**config.mk**
```make
export PLATFORM = sky130hd
export DESIGN_NAME = mesh_duplicate_filter_forwarder_unit
export DESIGN_NICKNAME = d
export VERILOG_FILES = /design/src/sv/mdff_pkg.sv /design/src/sv/mdff_cache_mem.sv /design/src/sv/mdff_scan_ctrl.sv /design/src/sv/mesh_duplicate_filter_forwarder_unit.sv
export SDC_FILE = /design/constraint.sdc
export NUM_CORES = 2
export LEC_CHECK = 0
export BUFFER_PORTS_ARGS = -buffer_cell sky130_fd_sc_hd__clkbuf_2
export CORE_UTILIZATION = 30
export DETAILED_ROUTE_END_ITERATION = 12
export PLACE_DENSITY_LB_ADDON = 0.25
export SKIP_CTS_REPAIR_TIMING = 1
export SYNTH_ARGS = -nofsm -noshare
export SYNTH_HDL_FRONTEND = slang
export SYNTH_HIERARCHICAL = 1
export SYNTH_SLANG_ARGS = --single-unit
```
**constraint.sdc**
```tcl
create_clock -name clk -period 6.01 [get_ports clk]
set_clock_uncertainty 0.1 [all_clocks]
set_input_delay 1.202 -clock clk [delete_from_list [all_inputs] [get_ports clk]]
set_output_delay 1.202 -clock clk [all_outputs]
set_load 0.01 [all_outputs]
```
**src/sv/mdff_pkg.sv**
```systemverilog
// Package: types and constants of the mesh duplicate filter.
`default_nettype none
package mdff_pkg;

  localparam int unsigned CACHE_ENTRIES_DEF = 32;

  localparam int unsigned CALL_W = 56;
  localparam int unsigned ID_W   = 16;
  localparam int unsigned KEY_W  = CALL_W + ID_W;

  localparam int unsigned CFG_INDEX_W = 8;
  localparam int unsigned CFG_DATA_W  = 9;

  localparam logic [CFG_INDEX_W-1:0] CFG_MIN_RSSI = 8'd0;
  localparam logic [CFG_INDEX_W-1:0] CFG_MIN_LEN  = 8'd1;

  localparam logic signed [8:0] RSSI_OFFSET  = 9'sd157;
  localparam logic signed [8:0] RSSI_RESET   = -9'sd105;
  localparam logic [7:0]        LENGTH_RESET = 8'd22;
  localparam int unsigned       CHAT_BIT     = 3;
  localparam logic [7:0]        LAST_HOP     = 8'd1;

  typedef enum logic [2:0] {
    VERDICT_SHORT = 3'd0,
    VERDICT_DUP   = 3'd1,
    VERDICT_SPENT = 3'd2,
    VERDICT_WEAK  = 3'd3,
    VERDICT_FWD   = 3'd4
  } verdict_t;

  typedef enum logic [1:0] {
    ST_IDLE,
    ST_SCAN,
    ST_DRAIN,
    ST_FINISH
  } scan_state_t;

  // Sequencer status seen by the top level.
  typedef struct packed {
    logic idle;
    logic finish;
    logic hit;
    logic too_short;
  } mdff_status_t;

endpackage
`default_nettype wire

```
**src/sv/mdff_cache_mem.sv**
```systemverilog
// Single-port-write, single-port-read cache RAM with registered read data.
`default_nettype none
module mdff_cache_mem #(
  parameter int unsigned ENTRIES = mdff_pkg::CACHE_ENTRIES_DEF,
  parameter int unsigned WIDTH   = mdff_pkg::KEY_W,
  parameter int unsigned AW      = (ENTRIES > 1) ? $clog2(ENTRIES) : 1
) (
  input  logic             clk,
  input  logic             rd_en,
  input  logic [AW-1:0]    rd_addr,
  output logic [WIDTH-1:0] rd_data,
  input  logic             wr_en,
  input  logic [AW-1:0]    wr_addr,
  input  logic [WIDTH-1:0] wr_data
);
  import mdff_pkg::*;

  logic [WIDTH-1:0] ram_r [ENTRIES];
  logic [WIDTH-1:0] rd_data_r;

  always_ff @(posedge clk) begin
    if (wr_en) begin
      ram_r[wr_addr] <= wr_data;
    end
  end

  always_ff @(posedge clk) begin
    if (rd_en) begin
      rd_data_r <= ram_r[rd_addr];
    end
  end

  assign rd_data = rd_data_r;

endmodule
`default_nettype wire

```
**src/sv/mdff_scan_ctrl.sv**
```systemverilog
// Lookup sequencer: scans the filled part of the cache ring, then stores the key of a new, long enough frame.
`default_nettype none
module mdff_scan_ctrl #(
  parameter int unsigned ENTRIES = mdff_pkg::CACHE_ENTRIES_DEF
) (
  input  logic                       clk,
  input  logic                       rst_n,
  input  logic                       start,
  input  logic                       start_short,
  input  logic [mdff_pkg::CALL_W-1:0] key_call,
  input  logic [mdff_pkg::ID_W-1:0]   key_id,
  input  logic                       out_free,
  output mdff_pkg::mdff_status_t     status
);
  import mdff_pkg::*;

  localparam int unsigned AW = (ENTRIES > 1) ? $clog2(ENTRIES) : 1;
  localparam int unsigned FW = $clog2(ENTRIES + 1);
  localparam logic [AW-1:0] LAST_ADDR = AW'(ENTRIES - 1);
  localparam logic [FW-1:0] FULL      = FW'(ENTRIES);

  scan_state_t   state_r, state_nxt;
  logic [AW-1:0] addr_r, addr_nxt;
  logic [AW-1:0] wp_r, wp_nxt;
  logic [FW-1:0] fill_r, fill_nxt;
  logic          hit_r, hit_nxt;
  logic          short_r, short_nxt;
  logic          rd_pend_r, rd_pend_nxt;
  logic          rd_en, wr_en;
  logic [KEY_W-1:0] rd_data;
  logic [KEY_W-1:0] key;

  assign key = {key_call, key_id};

  mdff_cache_mem #(
    .ENTRIES (ENTRIES),
    .WIDTH   (KEY_W),
    .AW      (AW)
  ) u_mem (
    .clk     (clk),
    .rd_en   (rd_en),
    .rd_addr (addr_r),
    .rd_data (rd_data),
    .wr_en   (wr_en),
    .wr_addr (wp_r),
    .wr_data (key)
  );

  always_ff @(posedge clk) begin
    if (!rst_n) begin
      state_r   <= ST_IDLE;
      addr_r    <= '0;
      wp_r      <= '0;
      fill_r    <= '0;
      hit_r     <= 1'b0;
      short_r   <= 1'b0;
      rd_pend_r <= 1'b0;
    end else begin
      state_r   <= state_nxt;
      addr_r    <= addr_nxt;
      wp_r      <= wp_nxt;
      fill_r    <= fill_nxt;
      hit_r     <= hit_nxt;
      short_r   <= short_nxt;
      rd_pend_r <= rd_pend_nxt;
    end
  end

  always_comb begin
    state_nxt   = state_r;
    addr_nxt    = addr_r;
    wp_nxt      = wp_r;
    fill_nxt    = fill_r;
    hit_nxt     = hit_r;
    short_nxt   = short_r;
    rd_en       = 1'b0;
    wr_en       = 1'b0;
    rd_pend_nxt = (state_r == ST_SCAN);
    // compare the entry read in the previous cycle
    if (rd_pend_r && (rd_data == key)) begin
      hit_nxt = 1'b1;
    end
    case (state_r)
      ST_IDLE: begin
        if (start) begin
          short_nxt = start_short;
          hit_nxt   = 1'b0;
          addr_nxt  = '0;
          state_nxt = (start_short || (fill_r == '0)) ? ST_FINISH : ST_SCAN;
        end
      end
      ST_SCAN: begin
        rd_en = 1'b1;
        if (FW'(addr_r) == (fill_r - FW'(1))) begin
          state_nxt = ST_DRAIN;
        end else begin
          addr_nxt = addr_r + AW'(1);
        end
      end
      ST_DRAIN: begin
        state_nxt = ST_FINISH;
      end
      ST_FINISH: begin
        if (out_free) begin
          state_nxt = ST_IDLE;
          if (!short_r && !hit_r) begin
            wr_en  = 1'b1;
            wp_nxt = (wp_r == LAST_ADDR) ? '0 : wp_r + AW'(1);
            if (fill_r != FULL) begin
              fill_nxt = fill_r + FW'(1);
            end
          end
        end
      end
      default: begin
        state_nxt = ST_IDLE;
      end
    endcase
  end

  // fields in order: idle, finish, hit, too_short
  assign status = {(state_r == ST_IDLE), (state_r == ST_FINISH), hit_r, short_r};

endmodule
`default_nettype wire

```
**src/sv/mesh_duplicate_filter_forwarder_unit.sv**
```systemverilog
// Top level of the mesh duplicate filter and flood forwarder.
`default_nettype none
// Usage:
//   Input channel (in_valid / in_stall): one beat is one received frame header.
//   A beat is taken when in_valid is high and in_stall is low. in_stall is high
//   while a frame is being looked up, so one frame is in work at a time.
//   Result channel (out_valid / out_stall): exactly one result beat per frame,
//   held steady in the output register while out_stall is high.
//   Config channel (cfg_valid / cfg_ready): index 0 is the forwarding signal
//   threshold in dBm, index 1 the minimum frame length; cfg_ready is always high
//   and other indexes are ignored. Write only while the block is idle.
// Timing:
//   A short frame, or any frame while the cache is empty, goes straight to the final
//   step, which loads the output register. Otherwise the lookup reads one entry per
//   cycle over the F entries filled so far (F at most CACHE_ENTRIES), passes a drain
//   step for the last read and loads the result in the final step; the next beat is
//   taken once the block is back in idle. When the result register is still full
//   and stalled, the block waits in its final step until the receiver takes the
//   earlier beat.
// Reset:
//   rst_n (synchronous, active low) empties the cache by clearing its fill count
//   and write pointer; no clearing pass runs. Thresholds return to -105 dBm / 22.
module mesh_duplicate_filter_forwarder_unit #(
  parameter int unsigned CACHE_ENTRIES = mdff_pkg::CACHE_ENTRIES_DEF
) (
  input  logic                            clk,
  input  logic                            rst_n,
  // input frames
  input  logic                            in_valid,
  output logic                            in_stall,
  input  logic [55:0]                     in_source_call,
  input  logic [15:0]                     in_message_id,
  input  logic [7:0]                      in_hop_limit,
  input  logic [7:0]                      in_frame_flags,
  input  logic [7:0]                      in_frame_length,
  input  logic [7:0]                      in_rssi_raw,
  // results
  output logic                            out_valid,
  input  logic                            out_stall,
  output logic [2:0]                      out_verdict,
  output logic                            out_is_chat,
  output logic [7:0]                      out_hop_limit_out,
  output logic signed [8:0]               out_signal_dbm,
  // configuration
  input  logic                            cfg_valid,
  output logic                            cfg_ready,
  input  logic [mdff_pkg::CFG_INDEX_W-1:0] cfg_index,
  input  logic [mdff_pkg::CFG_DATA_W-1:0]  cfg_data
);
  import mdff_pkg::*;

  // configuration registers
  logic signed [8:0] min_rssi_r;
  logic [7:0]        min_len_r;

  // held frame fields
  logic [CALL_W-1:0] call_r;
  logic [ID_W-1:0]   id_r;
  logic [7:0]        hops_r;
  logic [7:0]        flags_r;
  logic [7:0]        rssi_raw_r;

  // result register
  logic              out_valid_r, out_valid_nxt;
  verdict_t          verdict_r, verdict_nxt;
  logic              chat_r, chat_nxt;
  logic [7:0]        hop_out_r, hop_out_nxt;
  logic signed [8:0] dbm_r;

  mdff_status_t      status;
  logic              in_accept;
  logic              in_short;
  logic              out_free;
  logic              load_out;
  logic signed [8:0] dbm;

  assign cfg_ready = 1'b1;
  assign in_stall  = !status.idle;
  assign in_accept = in_valid && !in_stall;
  assign in_short  = (in_frame_length < min_len_r);
  assign out_free  = !out_valid_r || !out_stall;
  assign load_out  = status.finish && out_free;

  // Config writes: keep only the bits each register holds.
  always_ff @(posedge clk) begin
    if (!rst_n) begin
      min_rssi_r <= RSSI_RESET;
      min_len_r  <= LENGTH_RESET;
    end else if (cfg_valid && cfg_ready) begin
      case (cfg_index)
        CFG_MIN_RSSI: min_rssi_r <= $signed(cfg_data[8:0]);
        CFG_MIN_LEN:  min_len_r  <= cfg_data[7:0];
        default:      ;
      endcase
    end
  end

  // Capture the frame header on acceptance; it stays put for the whole lookup.
  always_ff @(posedge clk) begin
    if (in_accept) begin
      call_r     <= in_source_call;
      id_r       <= in_message_id;
      hops_r     <= in_hop_limit;
      flags_r    <= in_frame_flags;
      rssi_raw_r <= in_rssi_raw;
    end
  end

  mdff_scan_ctrl #(
    .ENTRIES (CACHE_ENTRIES)
  ) u_ctrl (
    .clk         (clk),
    .rst_n       (rst_n),
    .start       (in_accept),
    .start_short (in_short),
    .key_call    (call_r),
    .key_id      (id_r),
    .out_free    (out_free),
    .status      (status)
  );

  // Signal strength in dBm: raw reading minus the fixed offset.
  assign dbm = $signed({1'b0, rssi_raw_r}) - RSSI_OFFSET;

  // Verdict: short frame, then duplicate, then hop and signal checks.
  always_comb begin
    verdict_nxt = VERDICT_FWD;
    chat_nxt    = 1'b0;
    hop_out_nxt = '0;
    if (status.too_short) begin
      verdict_nxt = VERDICT_SHORT;
    end else if (status.hit) begin
      verdict_nxt = VERDICT_DUP;
    end else begin
      chat_nxt = flags_r[CHAT_BIT];
      if (hops_r <= LAST_HOP) begin
        verdict_nxt = VERDICT_SPENT;
      end else if (dbm < min_rssi_r) begin
        verdict_nxt = VERDICT_WEAK;
      end else begin
        verdict_nxt = VERDICT_FWD;
        hop_out_nxt = hops_r - 8'd1;
      end
    end
  end

  // Hold the result beat until the receiver takes it.
  always_comb begin
    out_valid_nxt = out_valid_r;
    if (load_out) begin
      out_valid_nxt = 1'b1;
    end else if (!out_stall) begin
      out_valid_nxt = 1'b0;
    end
  end

  always_ff @(posedge clk) begin
    if (!rst_n) begin
      out_valid_r <= 1'b0;
    end else begin
      out_valid_r <= out_valid_nxt;
    end
  end

  always_ff @(posedge clk) begin
    if (load_out) begin
      verdict_r <= verdict_nxt;
      chat_r    <= chat_nxt;
      hop_out_r <= hop_out_nxt;
      dbm_r     <= dbm;
    end
  end

  assign out_valid         = out_valid_r;
  assign out_verdict       = verdict_r;
  assign out_is_chat       = chat_r;
  assign out_hop_limit_out = hop_out_r;
  assign out_signal_dbm    = dbm_r;

endmodule
`default_nettype wire

```
; Word-level counts from Yosys, hierarchy flattened
; Memories as Yosys holds them, arrays and structs flattened. A register that Yosys moved wholly into a read port is not among the register bits.
; Cells that the tools add are included.
[op_classes]
magnitude_cmp = 3
multipliers = 0
shifts = 0
n_eq_ne = 13
mux = 23
addsub = 6
reduce_logical = 25
bitwise_logic = 0
div_mod_pow = 0
[op_table]
columns = operator, n
row1 = equality test 72 bit, 1
row2 = 2-to-1 mux 5 bit, 3
row3 = 2-to-1 mux 1 bit, 12
row4 = adder 5 x 1 -> 5 bit (second input constant), 2
row5 = 2-to-1 mux 2 bit, 5
row6 = case mux 5 bit (2 select lines), 1
row7 = less-than comparator 9 bit, 1
row8 = AND reduction 3 bit, 3
row9 = subtractor 8 x 8 -> 9 bit (second input constant), 1
row10 = equality test 8 x 1 -> 1 bit (second input constant), 1
row11 = <= comparator 8 x 1 -> 1 bit (second input constant), 1
row12 = zero test 8 bit, 1
row13 = less-than comparator 8 bit, 1
row14 = case mux 2 bit (4 select lines), 1
row15 = subtractor 8 x 1 -> 8 bit (second input constant), 1
row16 = adder 6 x 1 -> 6 bit (second input constant), 1
row17 = equality test 5 x 6 -> 1 bit, 1
row18 = zero test 6 bit, 1
row19 = inequality test 2 x 1 -> 1 bit (second input constant), 3
row20 = inequality test 6 bit (second input constant), 1
row21 = AND reduction 2 bit, 3
row22 = subtractor 6 x 1 -> 6 bit (second input constant), 1
row23 = equality test 5 bit (second input constant), 1
row24 = zero test 1 bit, 5
row25 = other kinds (12), 18
[word_totals]
input_bits = 126
rom_bits = 0
wordCells = 92
n_memories = 1
output_inout_bits = 24
reg_bits = 152
mem_bits_rw = 2304
latchBits = 0
[mem_list]
columns = memory, words, word_bits, read_ports, rd_ports_with_merged_regs, write_ports, line_no
row1 = u_ctrl.u_mem.ram_r, 32, 72, 1, 1, 1, mdff_cache_mem.sv:18  ; logic [WIDTH-1:0] ram_r [ENTRIES];

; Longest topological paths before layout
[logic_depth]
ltp_word = 7
mapped_depth = 11
ltp_nobuf = 11

; By module
; Netlist, hierarchy kept.
[modules_own_cells]
columns = module, area_each_um2, cells_each, n_inst, seq_area_each_um2
row1 = mdff_cache_mem, 89513.4, 3484, 1, 71348.4
row2 = mesh_duplicate_filter_forwarder_unit, 4822.1, 294, 1, 3663.5
row3 = mdff_scan_ctrl, 2144.6, 270, 1, 420.4

; Worst setup path before layout
; Ideal clock, no wire load.
[synth_timing]
path_type = in2reg
start = input port out_stall
end = memory u_ctrl/u_mem/ram_r[28][0] (netlist name) (enable)
arrival_time_ns = 5.692
setup_ns = 0.503
setup_slack_ns = -0.285
n_path_buf = 2
stages = 8
required_ns = 5.407
path_cell_list = nand2_1 > inv_1 > or4b_1 > clkbuf_1 > inv_2 > or3b_2 > clkbuf_1 > nor2_1
[synth_via]
elab_chain_cells = 6
[synth_rtl]
columns = element, line_no
row1 = start: declaration, mesh_duplicate_filter_forwarder_unit.sv:39  ; input logic out_stall,
row2 = zero test 1 bit, -
row3 = logical OR 1 bit, mesh_duplicate_filter_forwarder_unit.sv:81  ; assign out_free = !out_valid_r || !out_stall;
row4 = 2-to-1 mux 1 bit, mdff_scan_ctrl.sv:104  ; if (out_free) begin
row5 = 2-to-1 mux 1 bit, mdff_scan_ctrl.sv:83  ; case (state_r)
row6 = via u_ctrl.wr_en, mdff_scan_ctrl.sv:29  ; logic rd_en, wr_en;
row7 = 2-to-1 mux 1 bit, mdff_cache_mem.sv:22  ; if (wr_en) begin
row8 = 2-to-1 mux 1 bit (not written as such), mdff_cache_mem.sv:23  ; ram_r[wr_addr] <= wr_data;
row9 = end: declaration, mdff_cache_mem.sv:18
; The timed path passes the listed nets, and every way through them passes these cells.

; Worst setup path after layout
[layout_timing]
start = input port out_stall
end = memory u_ctrl/u_mem/ram_r[28][18] (netlist name) (enable)
[layout_via]
elab_chain_cells = 6
[layout_rtl]
columns = element, line_no
row1 = zero test 1 bit, -
row2 = logical OR 1 bit, mesh_duplicate_filter_forwarder_unit.sv:81
row3 = via out_free, mesh_duplicate_filter_forwarder_unit.sv:73  ; logic out_free;
row4 = 2-to-1 mux 1 bit, mdff_scan_ctrl.sv:104
row5 = 2-to-1 mux 1 bit, mdff_scan_ctrl.sv:83
row6 = via u_ctrl.wr_en, mdff_scan_ctrl.sv:29
row7 = 2-to-1 mux 1 bit, mdff_cache_mem.sv:22
row8 = 2-to-1 mux 1 bit (not written as such), mdff_cache_mem.sv:23
; The timed path passes the listed nets, and every way through them passes these cells.

==> metrics.txt <==
post-placement cell count 8,464; count of final hold-check violations 0; Max-slew headroom 24.1%; CP cell instances clkbuf_2 -> nand2_1 -> inv_1 -> or4b_1 -> inv_2 -> or3b_2 -> nor2_4 -> buf_12; Setup Viol. Count Final 0; Psw 0.00971 W; setup TNS 0 ps; total gr overflow 0; unrepaired setup endpoints after global routing no; via total after detailed routing 44,500; Lkg Pwr 33.9 nW; count of state elements after synthesis 2,525; worst-skew pair later-pin latency 860 ps; DR DRC count 0; die area 324,000 um2; Yosys warning count 6; placed instance area 104,000 um2; Sw Share 23.5%; Clock Pin Slew Worst Setup and Hold Paths 50 ps; combinational share of power 9.7%; top cells by count, synth 2,486 x edfxtp_1, 673 x mux4_2, 85 x mux2_2, 82 x buf_2, 76 x clkbuf_1; final instance area 113,000 um2; crit start category input port; drt via density 4.96; final antenna-violating net count 0; IO Port Bufs 141; VDD IR max 0.000218 V; crit path kind in -> reg; Initial DRT Pass Iterations 5; Ports 150; GR Util All Layers 15.5%; Placer Congestion 0.727; core region area 319,000 um2; Primary FF master, synth edfxtp_1; Yosys cell types 71; share of power burned in registers 50.5%; Rows 207; clk buf depth 4; Slowest cell on crit path or3b_2; die height 569 um; Final Non-Filler Cells 8,963; final WL 253,000 um; wire length per cell 28.3 um; Layout area overhead 16.8%; most common cell in the synthesized netlist edfxtp_1; Internal Power 0.0316 W; clock tree from TritonCTS done; post-synthesis sequential area ratio 78.2%; CTS Buf Count 282; largest net degree at the start of global routing 89; Slew Viols, Final 0; first-pass GRT wire length 357,000 um; HPWL after detailed placement 128,000 um; Worst Path Required 6400 ps; Worst Path Arrival 4370 ps; post-synth top area cell edfxtp_1; worst-path fanout max 35; largest stage delay on the critical path 710 ps; htree depth 5; Layout Nets 4,619; Final period util 66.2%; Initial Utilization 30.3%; Cell Pwr Density 367 nW/um2; fill cell count 29,200; initial antenna violation count 8; Synthesized Nets 4,202; Clk network pwr share 39.8%; number of synthesized flops with an enable pin 2,486; Worst setup EP type register; min cycle time layout 3980 ps; outcome finished clean; Iter 0 DRT Violations 4,214; mapped cell area 96,500 um2; post-synth top area share 77.4%; worst slew pin tran 1140 ps; register area 75,500 um2; async set-reset flop share out of synthesis 0%; CTS Root Cell clkbuf_16; top cells by area, synth edfxtp_1 77%, mux4_2 16%, mux2_2 0.99%, dfxtp_1 0.81%, mux2i_1 0.61%; synthesized instance count 4,048; vias in the first global route 46,300; maxcap violations 0; CTS Sinks 2,525; die span in x 569 um; layout cells sized above 1 32.5%; maximum operating frequency 0.251 GHz; multi-input logic area 20,200 um2; syn avg cell area 23.8 um2; worst hold-check path type reg -> reg
[worst max-delay path, delay by kind of cell]
family	cells	cell delay, ps
buf+inv	4	870
simple gates	4	2180
[power by group through the flow]
stage / Sequential, W / Combinational, W / Clock, W
final: 0.0209 / 0.00400 / 0.0164
after global routing: 0.0209 / 0.00435 / 0.0175
after CTS: 0.0209 / 0.00412 / 0.0169
after detailed placement: 0.0212 / 0.00412 / 0
after global placement: 0.0212 / 0.00405 / 0
after floorplan: 0.0216 / 0.00213 / 0
[final cells by class]
class / instances / share of cell area, %
Sequential cell: 2525 / 66.9
Multi-Input combinational cell: 1282 / 17.9
Clock buffer: 359 / 6.69
Tap cell: 4284 / 4.76
Timing Repair Buffer: 325 / 2.52
Clock inverter: 137 / 0.994
Inverter: 49 / 0.163
Antenna cell: 2 / 0.00444
[final timing paths]
kind	cells after the start	startpoint	endpoint	slack, ps
worst max register to register	6	u_ctrl/state_r[0]$_SDFFE_PN0P_	u_ctrl/u_mem/ram_r[28][18]$_DFFE_PP_	2050
worst max-delay path	8	out_stall	u_ctrl/u_mem/ram_r[28][18]$_DFFE_PP_	2030
worst min-delay path	2	min_len_r[4]$_SDFFE_PN1P_	min_len_r[4]$_SDFFE_PN1P_	380
worst min register to register	2	min_len_r[4]$_SDFFE_PN1P_	min_len_r[4]$_SDFFE_PN1P_	380
[sequential cells by signal, indices dropped and copies added (netlist names), 2 cells and up]
name / flops
u_ctrl/fill_r: 6
out_signal_dbm: 9
u_ctrl/wp_r: 5
out_verdict: 3
rssi_raw_r: 8
hops_r: 8
u_ctrl/state_r: 2
id_r: 16
min_rssi_r: 9
out_hop_limit_out: 8
min_len_r: 8
u_ctrl/u_mem/ram_r: 2304
u_ctrl/addr_r: 5
u_ctrl/u_mem/rd_data: 72
call_r: 56
[cell usage in the layout (no fill, tap or decap), types with 25 or more instances in the layout]
cell and instances:
mux2_2 85, nand2_1 35, ha_1 27, mux2i_1 59
edfxtp_1 2486, clkbuf_2 141, nor2_1 34, buf_12 60
clkinv_1 57, buf_4 123, a21oi_1 25, xor2_1 64
nor2_4 32, clkbuf_16 289, dfxtp_1 34, clkbuf_1 65
clkinv_2 39, inv_1 47, mux4_2 673
[cell families (layout without fill, tap and decap cells)]
group | after synthesis | after routing | synth area share [%]
AOI/OAI and AO/OA | 156 | 156 | 1.18
xor gates and xnor gates | 79 | 79 | 0.717
adders and majority gates | 28 | 28 | 0.363
buffers and inverters | 241 | 870 | 1.14
DFF | 2525 | 2525 | 78.2
muxes | 817 | 817 | 17.3
other | 1 | 3 | 0.00389
and+or+nand+nor | 201 | 201 | 1.09
[stage by stage]
stage	hold WS [ps]	util, %	worst slack, ps	power, W
2_1_floorplan	341	-	-285	0.0237
5_1_grt	385	35.4	2040	0.0427
4_1_cts	354	35.3	2060	0.0419
3_5_place_dp	363	32.6	1230	0.0254
3_3_place_gp	377	32.6	1230	0.0253
6_report	376	35.4	2030	0.0413
[per-layer routing]
metal,up-vias,track usage [%],part of all wire (%)
met2,1347,25.0,48
met5,-,0,0.0051
met3,361,2.54,5.5
met1,24600,21.6,44
met4,2,4.18,2.4
li1,18200,-,-
No activity file was read; power rests on OpenSTA's default activity.
